--- src/hdl/psa_pkg.sv ---
// ----------------------------------------------------------------------------
// psa_pkg
// Shared types, codes and helpers for the slot allocator with handles.
// ----------------------------------------------------------------------------
package psa_pkg;

    // Request codes
    localparam logic [1:0] OP_ADD    = 2'd0;
    localparam logic [1:0] OP_REMOVE = 2'd1;
    localparam logic [1:0] OP_CLEAR  = 2'd2;
    localparam logic [1:0] OP_CHECK  = 2'd3;

    // Force codes; any other code acts as hard force
    localparam logic [1:0] FORCE_NONE = 2'd0;
    localparam logic [1:0] FORCE_SOFT = 2'd1;

    // Handle layout: generation above an 8-bit index field
    localparam int IDX_BITS = 8;
    localparam int GEN_W    = 24;
    localparam int HANDLE_W = 32;
    localparam int ORDER_W  = 32;

    // Classified request, passed from the front end to the engine
    typedef struct packed {
        logic [1:0]          op;
        logic [7:0]          prio;
        logic                evict;       // eviction allowed when full
        logic                lower_only;  // evict only a strictly lower priority
        logic                add_ok;      // payload reference is non-zero
        logic                hvalid;      // handle non-zero and index in range
        logic [HANDLE_W-1:0] handle;
    } t_req;

    // One slot record as held in RAM
    typedef struct packed {
        logic [7:0]         prio;
        logic [ORDER_W-1:0] order;
        logic [GEN_W-1:0]   gen;
    } t_slot;

    // Advance a generation, wrapping past zero
    function automatic logic [GEN_W-1:0] bump_gen(input logic [GEN_W-1:0] g);
        logic [GEN_W-1:0] n;
        n = g + GEN_W'(1);
        return (n == '0) ? GEN_W'(1) : n;
    endfunction

endpackage

--- src/hdl/psa_ram.sv ---
// ----------------------------------------------------------------------------
// psa_ram
// Generic simple dual-port RAM: one write port, one registered read port.
// ----------------------------------------------------------------------------
module psa_ram #(
    parameter int W = 64,
    parameter int D = 8,
    localparam int AW = (D > 1) ? $clog2(D) : 1
) (
    input  logic          i_clk,
    input  logic          i_we,
    input  logic [AW-1:0] i_waddr,
    input  logic [W-1:0]  i_wdata,
    input  logic [AW-1:0] i_raddr,
    output logic [W-1:0]  o_rdata
);

    logic [W-1:0] r_mem [D];
    logic [W-1:0] r_rdata;

    // Write and registered read
    always_ff @(posedge i_clk) begin
        if (i_we) begin
            r_mem[i_waddr] <= i_wdata;
        end
        r_rdata <= r_mem[i_raddr];
    end

    assign o_rdata = r_rdata;

endmodule

--- src/hdl/psa_front.sv ---
// ----------------------------------------------------------------------------
// psa_front
// Request intake: classify each request and hold it in a two-entry queue.
// ----------------------------------------------------------------------------
module psa_front
    import psa_pkg::*;
#(
    parameter int SLOTS = 8
) (
    input  logic                i_clk,
    input  logic                i_rst_n,
    input  logic                push,
    output logic                full,
    input  logic [1:0]          i_req_type,
    input  logic [7:0]          i_new_priority,
    input  logic [1:0]          i_force_mode,
    input  logic [7:0]          i_payload_id,
    input  logic [HANDLE_W-1:0] i_handle_in,
    output logic                o_q_empty,
    input  logic                i_q_pop,
    output t_req                o_q_head
);

    t_req       w_cls;
    t_req       r_q [2];
    logic       r_wr;
    logic       r_rd;
    logic [1:0] r_cnt;
    logic [1:0] n_cnt;
    logic       w_push;
    logic       w_pop;

    // Classify the incoming request
    always_comb begin
        w_cls            = '0;
        w_cls.op         = i_req_type;
        w_cls.prio       = i_new_priority;
        w_cls.evict      = (i_force_mode != FORCE_NONE);
        w_cls.lower_only = (i_force_mode == FORCE_SOFT);
        w_cls.add_ok     = (i_payload_id != 8'd0);
        w_cls.hvalid     = (i_handle_in != '0) &&
                           (i_handle_in[IDX_BITS-1:0] < IDX_BITS'(SLOTS));
        w_cls.handle     = i_handle_in;
    end

    assign full      = (r_cnt == 2'd2);
    assign o_q_empty = (r_cnt == 2'd0);
    assign o_q_head  = r_q[r_rd];
    assign w_push    = push && !full;
    assign w_pop     = i_q_pop && !o_q_empty;

    always_comb begin
        n_cnt = r_cnt;
        if (w_push && !w_pop) begin
            n_cnt = r_cnt + 2'd1;
        end else if (w_pop && !w_push) begin
            n_cnt = r_cnt - 2'd1;
        end
    end

    // Advance pointers and count
    always_ff @(posedge i_clk) begin
        if (!i_rst_n) begin
            r_wr  <= 1'b0;
            r_rd  <= 1'b0;
            r_cnt <= 2'd0;
        end else begin
            r_cnt <= n_cnt;
            if (w_push) begin
                r_wr <= ~r_wr;
            end
            if (w_pop) begin
                r_rd <= ~r_rd;
            end
        end
    end

    // Store the classified transaction
    always_ff @(posedge i_clk) begin
        if (w_push) begin
            r_q[r_wr] <= w_cls;
        end
    end

endmodule

--- src/hdl/psa_back.sv ---
// ----------------------------------------------------------------------------
// psa_back
// Execution engine: slot scan, victim choice, handle match, clear sweep,
// and the single-entry result register.
// ----------------------------------------------------------------------------
module psa_back
    import psa_pkg::*;
#(
    parameter int SLOTS = 8
) (
    input  logic                i_clk,
    input  logic                i_rst_n,
    input  logic                i_q_empty,
    output logic                o_q_pop,
    input  t_req                i_q_head,
    output logic                empty,
    input  logic                pop,
    output logic                o_status,
    output logic [HANDLE_W-1:0] o_handle_out
);

    localparam int IW   = (SLOTS > 1) ? $clog2(SLOTS) : 1;
    localparam int CW   = $clog2(SLOTS + 1);
    localparam int SW   = $bits(t_slot);

    typedef enum logic [5:0] {
        S_IDLE   = 6'b000001,
        S_SCAN   = 6'b000010,
        S_DECIDE = 6'b000100,
        S_READ   = 6'b001000,
        S_MATCH  = 6'b010000,
        S_SWEEP  = 6'b100000
    } t_state;

    t_state              r_state;
    t_state              n_state;
    t_req                r_req;
    logic [CW-1:0]       r_idx;
    logic                r_pv;
    logic [IW-1:0]       r_pidx;
    logic [IW-1:0]       r_rd_addr;
    logic                r_free_ok;
    logic [IW-1:0]       r_free_idx;
    logic [GEN_W-1:0]    r_free_gen;
    logic                r_vic_ok;
    logic [IW-1:0]       r_vic_idx;
    logic [7:0]          r_vic_prio;
    logic [ORDER_W-1:0]  r_vic_order;
    logic [GEN_W-1:0]    r_vic_gen;
    logic [SLOTS-1:0]    r_busy;
    logic [SLOTS-1:0]    r_valid;
    logic [ORDER_W-1:0]  r_order;
    logic                r_res_valid;
    logic                r_res_status;
    logic [HANDLE_W-1:0] r_res_handle;

    logic                w_start;
    logic                w_issue;
    logic                w_last;
    logic [IW-1:0]       w_hidx;
    logic [IW-1:0]       w_raddr;
    logic [SW-1:0]       w_rdata;
    t_slot               w_word;
    logic                w_we;
    logic [IW-1:0]       w_waddr;
    t_slot               w_wdata;
    logic                w_take;
    logic [IW-1:0]       w_tidx;
    logic [GEN_W-1:0]    w_tgen;
    logic [GEN_W-1:0]    w_newgen;
    logic                w_hit;
    logic                w_better;

    psa_ram #(
        .W (SW),
        .D (SLOTS)
    ) u_slot_ram (
        .i_clk   (i_clk),
        .i_we    (w_we),
        .i_waddr (w_waddr),
        .i_wdata (w_wdata),
        .i_raddr (w_raddr),
        .o_rdata (w_rdata)
    );

    assign w_start = (r_state == S_IDLE) && !i_q_empty && !r_res_valid;
    assign o_q_pop = w_start;
    assign w_hidx  = r_req.handle[IW-1:0];
    assign w_issue = (r_idx < CW'(SLOTS));
    assign w_last  = r_pv && (r_pidx == IW'(SLOTS - 1));

    // Entries never written read as the reset record
    assign w_word  = r_valid[r_rd_addr] ? t_slot'(w_rdata) : '0;

    // Read address: scan counter, or the handle index
    always_comb begin
        w_raddr = '0;
        if (r_state == S_READ) begin
            w_raddr = w_hidx;
        end else if ((r_state == S_SCAN || r_state == S_SWEEP) && w_issue) begin
            w_raddr = r_idx[IW-1:0];
        end
    end

    // Victim comparison: lower priority, then older stamp
    assign w_better = !r_vic_ok || (w_word.prio < r_vic_prio) ||
                      ((w_word.prio == r_vic_prio) && (w_word.order < r_vic_order));

    // Target choice for an add
    always_comb begin
        w_take = 1'b0;
        w_tidx = r_free_idx;
        w_tgen = r_free_gen;
        if (r_free_ok) begin
            w_take = 1'b1;
        end else if (r_req.evict && r_vic_ok) begin
            w_tidx = r_vic_idx;
            w_tgen = r_vic_gen;
            w_take = !(r_req.lower_only && (r_vic_prio >= r_req.prio));
        end
    end
    assign w_newgen = bump_gen(w_tgen);

    assign w_hit = r_busy[w_hidx] && (w_word.gen == r_req.handle[HANDLE_W-1:IDX_BITS]);

    // Slot RAM writes: new entry on add, bumped generation on sweep
    always_comb begin
        w_we    = 1'b0;
        w_waddr = r_pidx;
        w_wdata = w_word;
        if (r_state == S_DECIDE) begin
            w_we          = w_take;
            w_waddr       = w_tidx;
            w_wdata.prio  = r_req.prio;
            w_wdata.order = r_order;
            w_wdata.gen   = w_newgen;
        end else if (r_state == S_SWEEP) begin
            w_we        = r_pv;
            w_wdata.gen = bump_gen(w_word.gen);
        end
    end

    // Next state
    always_comb begin
        n_state = r_state;
        case (r_state)
            S_IDLE: begin
                if (w_start) begin
                    case (i_q_head.op)
                        OP_ADD:    n_state = i_q_head.add_ok ? S_SCAN : S_IDLE;
                        OP_CLEAR:  n_state = S_SWEEP;
                        default:   n_state = i_q_head.hvalid ? S_READ : S_IDLE;
                    endcase
                end
            end
            S_SCAN:   n_state = w_last ? S_DECIDE : S_SCAN;
            S_DECIDE: n_state = S_IDLE;
            S_READ:   n_state = S_MATCH;
            S_MATCH:  n_state = S_IDLE;
            S_SWEEP:  n_state = w_last ? S_IDLE : S_SWEEP;
            default:  n_state = S_IDLE;
        endcase
    end

    // Control state, slot flags and result register
    always_ff @(posedge i_clk) begin
        if (!i_rst_n) begin
            r_state     <= S_IDLE;
            r_busy      <= '0;
            r_valid     <= '0;
            r_order     <= '0;
            r_res_valid <= 1'b0;
            r_pv        <= 1'b0;
            r_idx       <= '0;
        end else begin
            r_state <= n_state;
            if (pop && r_res_valid) begin
                r_res_valid <= 1'b0;
            end
            case (r_state)
                S_IDLE: begin
                    r_idx <= '0;
                    r_pv  <= 1'b0;
                    if (w_start) begin
                        case (i_q_head.op)
                            OP_ADD: begin
                                if (!i_q_head.add_ok) begin
                                    r_res_valid <= 1'b1;
                                end
                            end
                            OP_CLEAR: begin
                                r_busy <= '0;
                            end
                            default: begin
                                if (!i_q_head.hvalid) begin
                                    r_res_valid <= 1'b1;
                                end
                            end
                        endcase
                    end
                end
                S_SCAN, S_SWEEP: begin
                    if (w_issue) begin
                        r_idx <= r_idx + CW'(1);
                    end
                    r_pv <= w_issue && !w_last;
                    if (r_state == S_SWEEP) begin
                        if (r_pv) begin
                            r_valid[r_pidx] <= 1'b1;
                        end
                        if (w_last) begin
                            r_res_valid <= 1'b1;
                        end
                    end
                end
                S_DECIDE: begin
                    r_res_valid <= 1'b1;
                    if (w_take) begin
                        r_busy[w_tidx]  <= 1'b1;
                        r_valid[w_tidx] <= 1'b1;
                        r_order         <= r_order + ORDER_W'(1);
                    end
                end
                S_MATCH: begin
                    r_res_valid <= 1'b1;
                    if (w_hit && (r_req.op == OP_REMOVE)) begin
                        r_busy[w_hidx] <= 1'b0;
                    end
                end
                default: begin
                end
            endcase
        end
    end

    // Request latch, scan bookkeeping and result payload
    always_ff @(posedge i_clk) begin
        r_rd_addr <= w_raddr;
        r_pidx    <= r_idx[IW-1:0];
        if (w_start) begin
            r_req        <= i_q_head;
            r_free_ok    <= 1'b0;
            r_vic_ok     <= 1'b0;
            r_res_status <= (i_q_head.op != OP_CLEAR);
            r_res_handle <= '0;
        end
        // Track the first free slot and the eviction candidate
        if (r_state == S_SCAN && r_pv) begin
            if (!r_busy[r_pidx] && !r_free_ok) begin
                r_free_ok  <= 1'b1;
                r_free_idx <= r_pidx;
                r_free_gen <= w_word.gen;
            end
            if (r_busy[r_pidx] && w_better) begin
                r_vic_ok    <= 1'b1;
                r_vic_idx   <= r_pidx;
                r_vic_prio  <= w_word.prio;
                r_vic_order <= w_word.order;
                r_vic_gen   <= w_word.gen;
            end
        end
        if (r_state == S_DECIDE && w_take) begin
            r_res_status <= 1'b0;
            r_res_handle <= {w_newgen, IDX_BITS'(w_tidx)};
        end
        if (r_state == S_MATCH) begin
            r_res_status <= !w_hit;
        end
    end

    assign empty        = !r_res_valid;
    assign o_status     = r_res_status;
    assign o_handle_out = r_res_handle;

    // The engine only works while the result register is free
    a_idle_while_result: assert property (@(posedge i_clk) disable iff (!i_rst_n)
        r_res_valid |-> (r_state == S_IDLE))
        else $error("engine busy while a result is held");

    // The order stamp moves only when an add takes a slot
    a_order_on_add: assert property (@(posedge i_clk) disable iff (!i_rst_n)
        (r_order != $past(r_order)) |-> ($past(r_state) == S_DECIDE))
        else $error("order stamp advanced outside an add");

    // RAM writes happen only when placing an entry or sweeping
    a_write_phase: assert property (@(posedge i_clk) disable iff (!i_rst_n)
        w_we |-> (r_state == S_DECIDE || r_state == S_SWEEP))
        else $error("slot RAM written in a wrong phase");

    // A finished clear leaves every slot free
    a_clear_frees: assert property (@(posedge i_clk) disable iff (!i_rst_n)
        ((r_state == S_SWEEP) && w_last) |=> (r_busy == '0))
        else $error("slot still busy after clear");

endmodule

--- src/hdl/priority_slot_allocator_with_handles_unit.sv ---
// ----------------------------------------------------------------------------
// priority_slot_allocator_with_handles_unit
// Slot pool with generation-checked handles and priority eviction.
//
//   channel   handshake      payload
//   request   push / full    i_req_type, i_new_priority, i_force_mode,
//                            i_payload_id, i_handle_in
//   result    empty / pop    o_status, o_handle_out
//
// Add scans every slot through the slot RAM, one read a cycle. Remove and
// check read the handle's slot; clear runs a generation sweep through the
// RAM, and a refused request is answered without touching the RAM.
// Reset is synchronous; no clearing pass, unwritten slots read as zero.
// A two-entry request queue takes transactions while a result waits in
// the one-entry result register; the engine holds until that is popped.
// ----------------------------------------------------------------------------
module priority_slot_allocator_with_handles_unit
    import psa_pkg::*;
#(
    parameter int SLOTS = 8
) (
    input  logic                i_clk,
    input  logic                i_rst_n,
    input  logic                push,
    output logic                full,
    input  logic [1:0]          i_req_type,
    input  logic [7:0]          i_new_priority,
    input  logic [1:0]          i_force_mode,
    input  logic [7:0]          i_payload_id,
    input  logic [HANDLE_W-1:0] i_handle_in,
    output logic                empty,
    input  logic                pop,
    output logic                o_status,
    output logic [HANDLE_W-1:0] o_handle_out
);

    logic w_q_empty;
    logic w_q_pop;
    t_req w_q_head;

    // Intake and classification
    psa_front #(
        .SLOTS (SLOTS)
    ) u_front (
        .i_clk          (i_clk),
        .i_rst_n        (i_rst_n),
        .push           (push),
        .full           (full),
        .i_req_type     (i_req_type),
        .i_new_priority (i_new_priority),
        .i_force_mode   (i_force_mode),
        .i_payload_id   (i_payload_id),
        .i_handle_in    (i_handle_in),
        .o_q_empty      (w_q_empty),
        .i_q_pop        (w_q_pop),
        .o_q_head       (w_q_head)
    );

    // Execution and result
    psa_back #(
        .SLOTS (SLOTS)
    ) u_back (
        .i_clk        (i_clk),
        .i_rst_n      (i_rst_n),
        .i_q_empty    (w_q_empty),
        .o_q_pop      (w_q_pop),
        .i_q_head     (w_q_head),
        .empty        (empty),
        .pop          (pop),
        .o_status     (o_status),
        .o_handle_out (o_handle_out)
    );

endmodule
--- config.mk ---
export PLATFORM = sky130hd
export DESIGN_NAME = priority_slot_allocator_with_handles_unit
export DESIGN_NICKNAME = d
export VERILOG_FILES = /design/src/hdl/psa_pkg.sv /design/src/hdl/psa_ram.sv /design/src/hdl/psa_front.sv /design/src/hdl/psa_back.sv /design/src/hdl/priority_slot_allocator_with_handles_unit.sv
export SDC_FILE = /design/constraint.sdc
export NUM_CORES = 1
export LEC_CHECK = 0
export BUFFER_PORTS_ARGS = -buffer_cell sky130_fd_sc_hd__buf_2
export CAP_MARGIN = 20
export CELL_PAD_IN_SITES_DETAIL_PLACEMENT = 0
export CELL_PAD_IN_SITES_GLOBAL_PLACEMENT = 1
export CORE_MARGIN = 5
export CORE_UTILIZATION = 51
export CTS_CLUSTER_DIAMETER = 40
export CTS_CLUSTER_SIZE = 20
export DETAILED_ROUTE_END_ITERATION = 6
export GPL_TIMING_DRIVEN = 0
export PLACE_DENSITY_LB_ADDON = 0.1
export SYNTH_ARGS = -nofsm -noshare
export SYNTH_HDL_FRONTEND = slang
export SYNTH_SLANG_ARGS = --single-unit
--- constraint.sdc ---
create_clock -name i_clk -period 12.2 [get_ports i_clk]
set_input_delay 2.44 -clock i_clk [delete_from_list [all_inputs] [get_ports i_clk]]
set_output_delay 2.44 -clock i_clk [all_outputs]
set_load 0.1 [all_outputs]
==> reports/metrics.cfg, run 1 <==
[run_status]
status = finished, final reports clean

[detailed_routing]
ant_nets = 0
vias = 26040
drc = 0
routed_wl_mm = 103.3
dr.pass1.iters = 6
wl_per_cell_um = 22.87
drtIter0Drc = 2572
vias_per_cell = 5.764

[setup_path]
critPathTopFamily = buffers and inverters
cp_max_fo = 10
r2r_cells = 17
worstSetupPathType = flop to flop
crit_arrival_ns = 7.41
cp_cell_sequence = mux4_2, mux2_2, clkbuf_1, clkbuf_1, clkbuf_1, clkbuf_1, and2_1, ha_1, nand4_1, nor3_1, nand3_1, xnor2_1, o21ai_0, o21ai_0, or3_1, or3_1, a31oi_1
r2r-start = u_back.r_rd_addr[1]
cp.required_ns = 12.52
critPathBufInv = 4
crit_top_cell = clkbuf_1
reg2reg_to = u_back.u_slot_ram.r_mem[1][0]
max_stage_delay_ns = 0.72
reg2reg_slack_ns = 5.11
start_kind = flop
cp-end-kind = flop
slowest_stage = a31oi_1

[clock_network]
clk_pin_slew_ns = 0.05
cts_max_path_buffers = 3
hold_buffers = 0
cts_root_buf = clkbuf_16
numCtsBuffers = 118
clock_latency_ns = 0.67
cts_tree = built
cts_setup_buffers = 0
h-tree-depth = 3
clkSinkCount = 892
cts_resized = 0

[place]
hpwl_mm = 73.69
numPortBuffers = 85
dp_slack_ns = 5.255
place_congestion = 0.9350

[cells_and_area]
multi_input_area_sq_um = 11470
mostFrequentLayoutCells = 755 x edfxtp_1, 699 x nand2_1, 389 x nand3_1
nFillCells = 5944
regArea_sq_um = 25410
insertedDiodeCount = 0
drive_gt1_share_pct = 13.84
syn_to_final_growth_pct = 17.25
final_nets = 3557
layout_commonest_cell = edfxtp_1

[yosys]
ys_seq_area_share_pct = 67.06
ys_types = 81
avgSynthCellArea_sq_um = 11.86
syn_inst = 3195
ys.flop_type = edfxtp_1
async_flop_share_pct = 0
syn_area_sq_um = 37900
yosysWarnings = 0
synth-edff-count = 755
ys_seq_elements = 892

[power]
power_w = 0.007798
powerDensity_nw_per_um2 = 175.5
vdd_drop_max_mv = 0.1122
p_leak_nw = 16.86

[global_routing]
grt_use_met3_pct = 2.955
met2_usage_pct = 41.95
grt_pass1_wl_mm = 155.6
grtUsageMet1_pct = 36.51
grt_max_degree = 32
grt_usage_pct = 25.57
grt-ovfl-total = 0
grt_antenna_before_repair = 2
grt_pass1_vias = 25490
top_usage_layer = met2

[sta]
finalHoldViolCount = 0
min_period_ns = 7.088
worst_pin_slew_ns = 1.193
skew_ns = 0.02197
tns_ns = 0
fmax_mhz = 141.1
rsz0062_at_grt = no
relSlewSlack_pct = 20.47
final_min_period_over_clock_period_pct = 58.10
setup_ws_ns = 5.112
setup_violations = 0
slew_violations = 0

[die]
die-area_sq_um = 79860
dieHeight_um = 282.6
rows = 100
start_util_pct = 51.16
core-area_sq_um = 74070
io_pins = 91
die_width_um = 282.6

[min_path]
hp-class = flop to flop
whs_path_depth = 0
holdPathEnd = u_back.r_pidx[2]
hp-start = u_back.r_idx[2]

[flow_run]
drv_cap = 0

[worst max path at each step]
stage	startpoint	end	slack [ns]	cells past startpoint
finish	u_back.r_rd_addr[1]	u_back.u_slot_ram.r_mem[1][0]	5.11	17
CTS	u_back.r_rd_addr[1]	u_back.r_vic_gen[10]	5.25	17
detailed placement	u_back.r_rd_addr[1]	u_back.r_vic_gen[9]	5.25	17
global route	u_back.r_rd_addr[1]	u_back.u_slot_ram.r_mem[1][0]	4.80	17
global placement	u_back.r_rd_addr[1]	u_back.r_vic_gen[9]	-2.29	14
floorplan	u_back.r_rd_addr[1]	u_back.r_vic_gen[0]	3.30	17
[cells in the mapped netlist (52+ instances only)]
cell | number | area [sq um]
nor2_1 | 110 | 412.9
nand2_1 | 699 | 2624
o21ai_0 | 81 | 405.4
and2_1 | 58 | 362.9
dfxtp_1 | 137 | 2743
clkbuf_1 | 112 | 420.4
mux2_2 | 73 | 822.0
o21ai_1 | 55 | 275.3
nand3_1 | 389 | 1947
xnor2_1 | 52 | 455.4
edfxtp_1 | 755 | 22670
inv_1 | 92 | 345.3
ha_1 | 53 | 663.1
[metal layers]
| layer | routed length, um | share of wire (%) | up-vias |
|---|---|---|---|
| li1 | - | - | 12100 |
| met2 | 49640 | 48 | 874 |
| met4 | 2591 | 2.5 | 0 |
| met3 | 5647 | 5.5 | 139 |
| met5 | 0 | 0 | - |
| met1 | 45430 | 44 | 12930 |
[worst reg2reg max path, stage by stage (launching register included)]
cell and delay, ns:
dfxtp_1 0.34, mux4_2 0.34, mux2_2 0.22, clkbuf_1 0.35, clkbuf_1 0.61, clkbuf_1 0.72
clkbuf_1 0.70, and2_1 0.35, ha_1 0.24, nand4_1 0.23, nor3_1 0.52, nand3_1 0.16
xnor2_1 0.15, o21ai_0 0.14, o21ai_0 0.18, or3_1 0.42, or3_1 0.37, a31oi_1 0.72
[logic make-up after synthesis]
group | after synthesis | share of synthesized area [%]
XOR/XNOR | 82 | 1.895
other | 1 | 0.009895
AND/OR/NAND/NOR | 1456 | 17.61
multiplexers | 112 | 3.331
adder cells (fa/ha/maj) | 53 | 1.750
buffers and inverters | 271 | 2.962
AO/OA/AOI/OAI | 328 | 5.378
flip-flops | 892 | 67.06
[sequential cells by signal (all words and copies together), names as in the netlist, 2 cells and up, named ones only]
signal	count
u_back.o_handle_out	27
u_back.r_busy	8
u_back.r_free_gen	24
u_back.r_free_idx	3
u_back.r_idx	4
u_back.r_order	32
u_back.r_pidx	3
u_back.r_rd_addr	3
u_back.r_req	39
u_back.r_state	6
u_back.r_valid	8
u_back.r_vic_gen	24
u_back.r_vic_idx	3
u_back.r_vic_order	32
u_back.r_vic_prio	8
u_back.u_slot_ram.o_rdata	64
u_back.u_slot_ram.r_mem	512
u_front.r_cnt	2
u_front.r_q	82
[power by group]
part | switching (W) | internal [W] | leakage, nW | total, W
Sequential | 0.0000772 | 0.00348 | 9.53 | 0.00356
Clock | 0.00132 | 0.00212 | 1.94 | 0.00344
Combinational | 0.000604 | 0.000196 | 5.39 | 0.000800
[area by class of cell]
| cell class | count | share of cell area [%] |
|---|---|---|
| clock buffers | 142 | 7.178 |
| flip-flops and latches | 892 | 57.20 |
| repair buffers | 129 | 2.650 |
| well taps | 969 | 2.729 |
| clock inverters | 78 | 1.895 |
| multi-input cells | 2036 | 25.83 |
| inverters | 93 | 0.7857 |
| plain buffers | 178 | 1.740 |
[metrics by stage]
stage | cell area (sq um) | hold slack, ns | cells | util [%]
after floorplan | 37910 | 0.3749 | 3199 | -
after global placement | 39550 | 0.3887 | 4253 | 53.39
after detailed placement | 40390 | 0.3936 | 4296 | 54.53
after CTS | 44420 | 0.4030 | 4516 | 59.97
after global routing | 44430 | 0.4123 | 4517 | 59.99
final | 44430 | 0.4039 | 4517 | 59.99
(Power assumes the default switching activity.)
==> run 2, diff against run 1 <==
==> constraint.sdc (replaced) <==
create_clock -name i_clk -period 6.85 [get_ports i_clk]
set_input_delay 1.37 -clock i_clk [delete_from_list [all_inputs] [get_ports i_clk]]
set_output_delay 1.37 -clock i_clk [all_outputs]
set_load 0.1 [all_outputs]
==> reports/metrics.cfg, run 2 (same netlist as run 1, synthesis figures left out) <==
[sta]
finalHoldViolCount = 0  ; unchanged
final_min_period_over_clock_period_pct = 95.12  ; +37 points
setup_violations = 0  ; unchanged
setup_ws_ns = 0.3343  ; -4.777 ns
min_period_ns = 6.516  ; -0.5726 ns
slew_violations = 0  ; unchanged
rsz0062_at_grt = no
worst_pin_slew_ns = 1.254  ; +0.06093 ns
fmax_mhz = 153.5  ; +8.8%
whs_ns = 0.4054  ; +0.001467 ns
skew_ns = 0.02599  ; +0.004011 ns
tns_ns = 0  ; unchanged
relSlewSlack_pct = 16.41  ; -4.1 points

[setup_path]
max_stage_delay_ns = 0.67  ; -0.05 ns
crit_arrival_ns = 6.86  ; -0.55 ns
critPathTopFamily = simple AND/OR/NAND/NOR gates
cp_cell_sequence = and3b_1, buf_6, buf_6, buf_6, buf_4, buf_2, nand2_1, nand2_1, ha_1, nand4_1, mux2i_1, o211ai_1, xnor2_1, o211a_1, nand4_1, or4b_4, and3_1, a31oi_1
cp_max_fo = 10  ; unchanged
cp.required_ns = 7.19  ; -5.33 ns
crit_top_cell = buf_6
cp-end-kind = flop
worstSetupPathType = flop to flop
slowest_stage = xnor2_1
critPathBufInv = 5  ; +1
start_kind = flop

[die]
start_util_pct = 51.16  ; unchanged
dieHeight_um = 282.6  ; unchanged
rows = 100  ; unchanged
die_width_um = 282.6  ; unchanged
core-area_sq_um = 74070  ; unchanged
io_pins = 91  ; unchanged
die-area_sq_um = 79860  ; unchanged

[clock_network]
cts_tree = built
cts_root_buf = clkbuf_16
clkSinkCount = 892  ; unchanged
h-tree-depth = 3  ; unchanged
cts_setup_buffers = 0  ; unchanged
numCtsBuffers = 120  ; +1.7%
cts_max_path_buffers = 3  ; unchanged
clk_pin_slew_ns = 0.05  ; about the same
clock_latency_ns = 0.68  ; about the same

[power]
vdd_drop_max_mv = 0.2436  ; +120%
p_leak_nw = 16.92  ; +0.40%
power.share.clock_pct = 45.2  ; +1.1 points
p_comb_share_pct = 9.9  ; -0.4 points
switchingPower_w = 0.003654  ; +82%
p_sw_share_pct = 25.87  ; +0.15 points
p_int_w = 0.01047  ; +81%
power_frac_seq_pct = 44.8  ; -0.8 points
powerDensity_nw_per_um2 = 316.7  ; +80%
power_w = 0.01412  ; +81%

[flow_run]
drv_cap = 0  ; unchanged

[min_path]
hp-class = flop to flop

[cells_and_area]
largest_reg_flops = 512  ; unchanged
final_nets = 3551  ; -0.17%
syn_to_final_growth_pct = 17.66
nFillCells = 5911  ; -0.56%
largest-register = u_back.u_slot_ram.r_mem
drive_gt1_share_pct = 14.04  ; +0.21 points
layout_commonest_cell = edfxtp_1
mostFrequentLayoutCells = 755 x edfxtp_1, 699 x nand2_1, 389 x nand3_1

[detailed_routing]
dr.pass1.iters = 6  ; unchanged
ant_nets = 0  ; unchanged
wl_per_cell_um = 22.66  ; -0.92%
drc = 0  ; unchanged
drtIter0Drc = 2269  ; -12%
vias_per_cell = 5.754  ; -0.17%
routed_wl_mm = 102.3  ; -0.94%
vias = 25990  ; -0.20%

[global_routing]
grt_pass1_vias = 25630  ; +0.57%
grt_pass1_wl_mm = 154.6  ; -0.67%
grt_max_degree = 32  ; unchanged
grt-ovfl-total = 0  ; unchanged
grt_antenna_before_repair = 1  ; -1
grt_usage_pct = 25.40  ; -0.17 points

[place]
place_congestion = 0.9108  ; -2.6%
dp_slack_ns = 0.03158  ; -5.223 ns
hpwl_mm = 73.29  ; -0.53%
numPortBuffers = 85  ; unchanged

[run_status]
status = finished, final reports clean

[run 2: changes by cell type in the layout (fill, tap and decap cells not counted), sizes merged, moves of 3 or more]
cell / previous run / this run
inv: 112 / 115
bufinv: 11 / 16
clkinv: 32 / 37
buf: 194 / 185
clkbuf: 255 / 243
clkinvlp: 16 / 22
[run 2: final cells by class]
cell class / count / area, sq um / share of cell area, %
Antenna cell: 1 / 2.502 / 0.005612
Buffer: 178 / 777.0 / 1.743
Clock buffer: 129 / 3100 / 6.953
Clock inverter: 97 / 1124 / 2.520
Inverter: 93 / 349.1 / 0.7829
Multi-Input combinational cell: 2036 / 11490 / 25.76
Sequential cell: 892 / 25410 / 57.00
Tap cell: 969 / 1212 / 2.719
Timing Repair Buffer: 121 / 1124 / 2.520
[run 2: stage by stage]
stage	std cells	instance area [sq um]	util, %
6_report	4516	44590	60.20
4_1_cts	4513	44570	60.17
2_1_floorplan	3199	37930	-
5_1_grt	4515	44590	60.20
3_3_place_gp	4253	39560	53.41
3_5_place_dp	4287	40340	54.47
[run 2: per-layer routing]
metal | vias to the layer above | track usage [%] | routed length [um]
met4 | 0 | 7.983 | 2844
met2 | 889 | 41.82 | 48880
met3 | 171 | 4.259 | 6665
li1 | 12070 | - | -
met5 | - | 0 | 0
met1 | 12850 | 35.03 | 43950
[run 2: worst paths after layout]
| path | from | slack (ns) | cells after the start | end |
|---|---|---|---|---|
| worst max register to register | u_back.r_req[35] | 0.33 | 18 | u_back.u_slot_ram.r_mem[6][0] |
| worst max-delay path | u_back.r_req[35] | 0.33 | 18 | u_back.u_slot_ram.r_mem[6][0] |
| worst min-delay path | u_back.r_idx[2] | 0.41 | 0 | u_back.r_pidx[2] |
| worst min register to register | u_back.r_idx[2] | 0.41 | 0 | u_back.r_pidx[2] |
[run 2: worst reg2reg max path, stage by stage, from the launching register on]
cell	delay [ns]
edfxtp_1	0.45
and3b_1	0.41
buf_6	0.23
buf_6	0.18
buf_6	0.18
buf_4	0.28
buf_2	0.38
nand2_1	0.09
nand2_1	0.06
ha_1	0.26
nand4_1	0.33
mux2i_1	0.49
o211ai_1	0.39
xnor2_1	0.68
o211a_1	0.25
nand4_1	0.09
or4b_4	0.62
and3_1	0.23
a31oi_1	0.61
[run 2: power groups by stage]
stage,clock network [W],registers (W),logic [W]
2_1_floorplan,0,0.00691,0.000539
3_3_place_gp,0,0.00646,0.00133
3_5_place_dp,0,0.00645,0.00141
4_1_cts,0.00647,0.00634,0.00141
5_1_grt,0.00675,0.00635,0.00149
6_report,0.00639,0.00633,0.00140
[run 2: what timing repair did]
item,CTS,global route
resized for setup,0,6
hold buffers,0,0
endpoints found under the setup margin,0,42
==> run 3, diff against run 2 <==
--- a/config.mk
+++ b/config.mk
@@ -5,6 +5,7 @@
 export SDC_FILE = /design/constraint.sdc
 export NUM_CORES = 1
 export LEC_CHECK = 0
+export ABC_AREA = 1
 export BUFFER_PORTS_ARGS = -buffer_cell sky130_fd_sc_hd__buf_2
 export CAP_MARGIN = 20
 export CELL_PAD_IN_SITES_DETAIL_PLACEMENT = 0
@@ -19,3 +20,4 @@
 export SYNTH_ARGS = -nofsm -noshare
 export SYNTH_HDL_FRONTEND = slang
 export SYNTH_SLANG_ARGS = --single-unit
+export TNS_END_PERCENT = 5
==> reports/metrics.cfg, run 3 <==
[die]
rows = 100  ; unchanged
start_util_pct = 51.37  ; +0.21 points
io_pins = 91  ; unchanged
die_width_um = 283.6  ; +0.36%
dieHeight_um = 283.6  ; +0.36%
die-area_sq_um = 80430  ; +0.72%
core-area_sq_um = 74320  ; +0.34%

[cells_and_area]
mostFrequentLayoutCells = 755 x edfxtp_1, 575 x nor2_1, 426 x nand2_1
layout_commonest_cell = edfxtp_1
largest-register = u_back.u_slot_ram.r_mem
drive_gt1_share_pct = 13.83  ; -0.21 points
final_nets = 3819  ; +7.5%
nFillCells = 6113  ; +3.4%
regArea_sq_um = 25410  ; unchanged
insertedDiodeCount = 0  ; -1
multi_input_area_sq_um = 10760  ; -6.4%
syn_to_final_growth_pct = 16.77
largest_reg_flops = 512  ; unchanged

[clock_network]
clock_latency_ns = 0.69  ; about the same
cts_tree = built
numCtsBuffers = 119  ; -0.83%
cts_root_buf = clkbuf_16
clkSinkCount = 892  ; unchanged
hold_buffers = 0  ; unchanged
cts_setup_buffers = 0  ; unchanged
clk_pin_slew_ns = 0.06  ; about the same
cts_resized = 0  ; unchanged
h-tree-depth = 3  ; unchanged
cts_max_path_buffers = 3  ; unchanged

[place]
hpwl_mm = 78.58  ; +7.2%
numPortBuffers = 85  ; unchanged
place_congestion = 0.9264  ; +1.7%

[sta]
skew_ns = 0.05628  ; +0.03029 ns
relSlewSlack_pct = 26.17  ; +9.8 points
worst_pin_slew_ns = 1.107  ; -0.1465 ns
fmax_mhz = 171.1  ; +11%
whs_ns = 0.4088  ; +0.003419 ns
final_min_period_over_clock_period_pct = 85.34  ; -9.8 points
rsz0062_at_grt = no
finalHoldViolCount = 0  ; unchanged
min_period_ns = 5.846  ; -0.6702 ns
setup_violations = 0  ; unchanged
slew_violations = 0  ; unchanged

[run_status]
status = finished, final reports clean

[global_routing]
grt_usage_pct = 27.32  ; +1.9 points
grt_pass1_vias = 26800  ; +4.6%
grt_max_degree = 52  ; +63%
grt-ovfl-total = 0  ; unchanged
grt_antenna_before_repair = 0  ; -1
grt_pass1_wl_mm = 167.2  ; +8.2%

[yosys]
syn_inst = 3472  ; +8.7%
ys_types = 60  ; -26%
ys_seq_elements = 892  ; unchanged
ys_seq_area_share_pct = 66.56  ; -0.50 points
async_flop_share_pct = 0  ; unchanged
ys.flop_type = edfxtp_1
synth-edff-count = 755  ; unchanged
avgSynthCellArea_sq_um = 11.00  ; -7.3%
yosysTopAreaCell = edfxtp_1
yosys-top-cells-count = 755 x edfxtp_1, 580 x nor2_1, 426 x nand2_1
yosysWarnings = 0  ; unchanged
synth_area_leaders = edfxtp_1 59%, dfxtp_1 7.2%, nor2_1 5.7%, nand2_1 4.2%, o21ai_0 3.7%
yosysMostFrequentCell = edfxtp_1
synth_top_area_share_pct = 59.38  ; -0.45 points
syn_area_sq_um = 38180  ; +0.75%

[setup_path]
cp_cell_sequence = nand2_1, nand3_1, nand3_4, nand2_4, buf_8, clkbuf_1, clkbuf_1, nor2_1, ha_1, nand2_1, inv_1, nand2_1, a31oi_1, a2111oi_0, nand2_1, nand2_1, nand2_1, nand2_1, nand2_1, inv_4, buf_16
max_stage_delay_ns = 0.86  ; +0.19 ns
start_kind = flop
crit_arrival_ns = 6.19  ; -0.67 ns
crit_top_cell = nand2_1
worstSetupPathType = flop to flop
cp_max_fo = 40  ; +30
cp.required_ns = 7.20  ; about the same
slowest_stage = clkbuf_1
cp-end-kind = flop

[detailed_routing]
dr.pass1.iters = 6  ; unchanged
drc = 0  ; unchanged
routed_wl_mm = 112.8  ; +10%
ant_nets = 0  ; unchanged
drtIter0Drc = 2743  ; +21%
vias = 27280  ; +5.0%
wl_per_cell_um = 23.57  ; +4.0%
vias_per_cell = 5.700  ; -0.94%

[power]
powerDensity_nw_per_um2 = 323.9  ; +2.3%
p_leak_nw = 17.68  ; +4.5%
power_w = 0.01444  ; +2.3%
vdd_drop_max_mv = 0.2553  ; +4.8%

[min_path]
hp-class = flop to flop

[flow_run]
drv_cap = 0  ; unchanged

-- run 3: final cells by class --
cell class	count	share of cell area, %
clock buffers	131	6.971
repair buffers	113	2.127
flip-flops and latches	892	57.00
clock inverters	97	2.380
inverters	351	2.994
multi-input cells	2080	24.13
well taps	969	2.719
plain buffers	153	1.675
-- run 3: cells by family after synthesis --
logic type	synth area share, %
muxes	1.147
adders and majority gates	1.737
AOI/OAI and AO/OA	10.44
DFF	66.56
other	0.009822
xor gates and xnor gates	0.4359
buffers and inverters	5.414
and+or+nand+nor	14.25
-- run 3: worst max-delay path: cells and delay by family, from the launching register on --
kind                       cells  cell delay (ns)
adders and majority gates      1             0.37
DFF                            1             0.41
buffers and inverters          6             2.63
AOI/OAI and AO/OA              2             0.43
and+or+nand+nor               12             1.57
-- run 3: final timing paths --
check | start | to | slack [ns] | cells past startpoint
setup reg to reg | u_back.r_rd_addr[0] | u_back.r_vic_order[3] | 1.00 | 21
hold / removal | u_back.r_idx[0] | u_back.r_pidx[0] | 0.41 | 0
setup / recovery | u_back.r_rd_addr[0] | u_back.r_vic_order[3] | 1.00 | 21
hold reg to reg | u_back.r_idx[0] | u_back.r_pidx[0] | 0.41 | 0
-- run 3: per-stage QoR --
| step | instances | area (sq um) | setup TNS, ns | setup WS, ns | utilization, % |
|---|---|---|---|---|---|
| final | 4786 | 44580 | 0 | 1.004 | 59.99 |
| after global routing | 4786 | 44580 | 0 | 0.6294 | 59.99 |
| after CTS | 4785 | 44580 | 0 | 1.095 | 59.98 |
| after detailed placement | 4557 | 40410 | 0 | 1.080 | 54.37 |
| after global placement | 4530 | 39830 | -620.78 | -5.357 | 53.60 |
| after floorplan | 3476 | 38200 | 0 | 0.3014 | - |
-- run 3: report_power, final --
group          switching, W  leakage, nW  internal (W)  total [W]
sequential         0.000128         8.80       0.00625    0.00638
combinational       0.00133         6.86      0.000397    0.00173
clock               0.00255         2.02       0.00378    0.00634
total               0.00401         17.7        0.0104     0.0144
-- run 3: layer usage --
layer	GRT usage, %	part of all wire, %	wire length [um]
met2	42.99	46	51550
met4	7.575	2.4	2702
met1	39.71	45	50750
met3	4.667	6.9	7810
met5	0	0	0
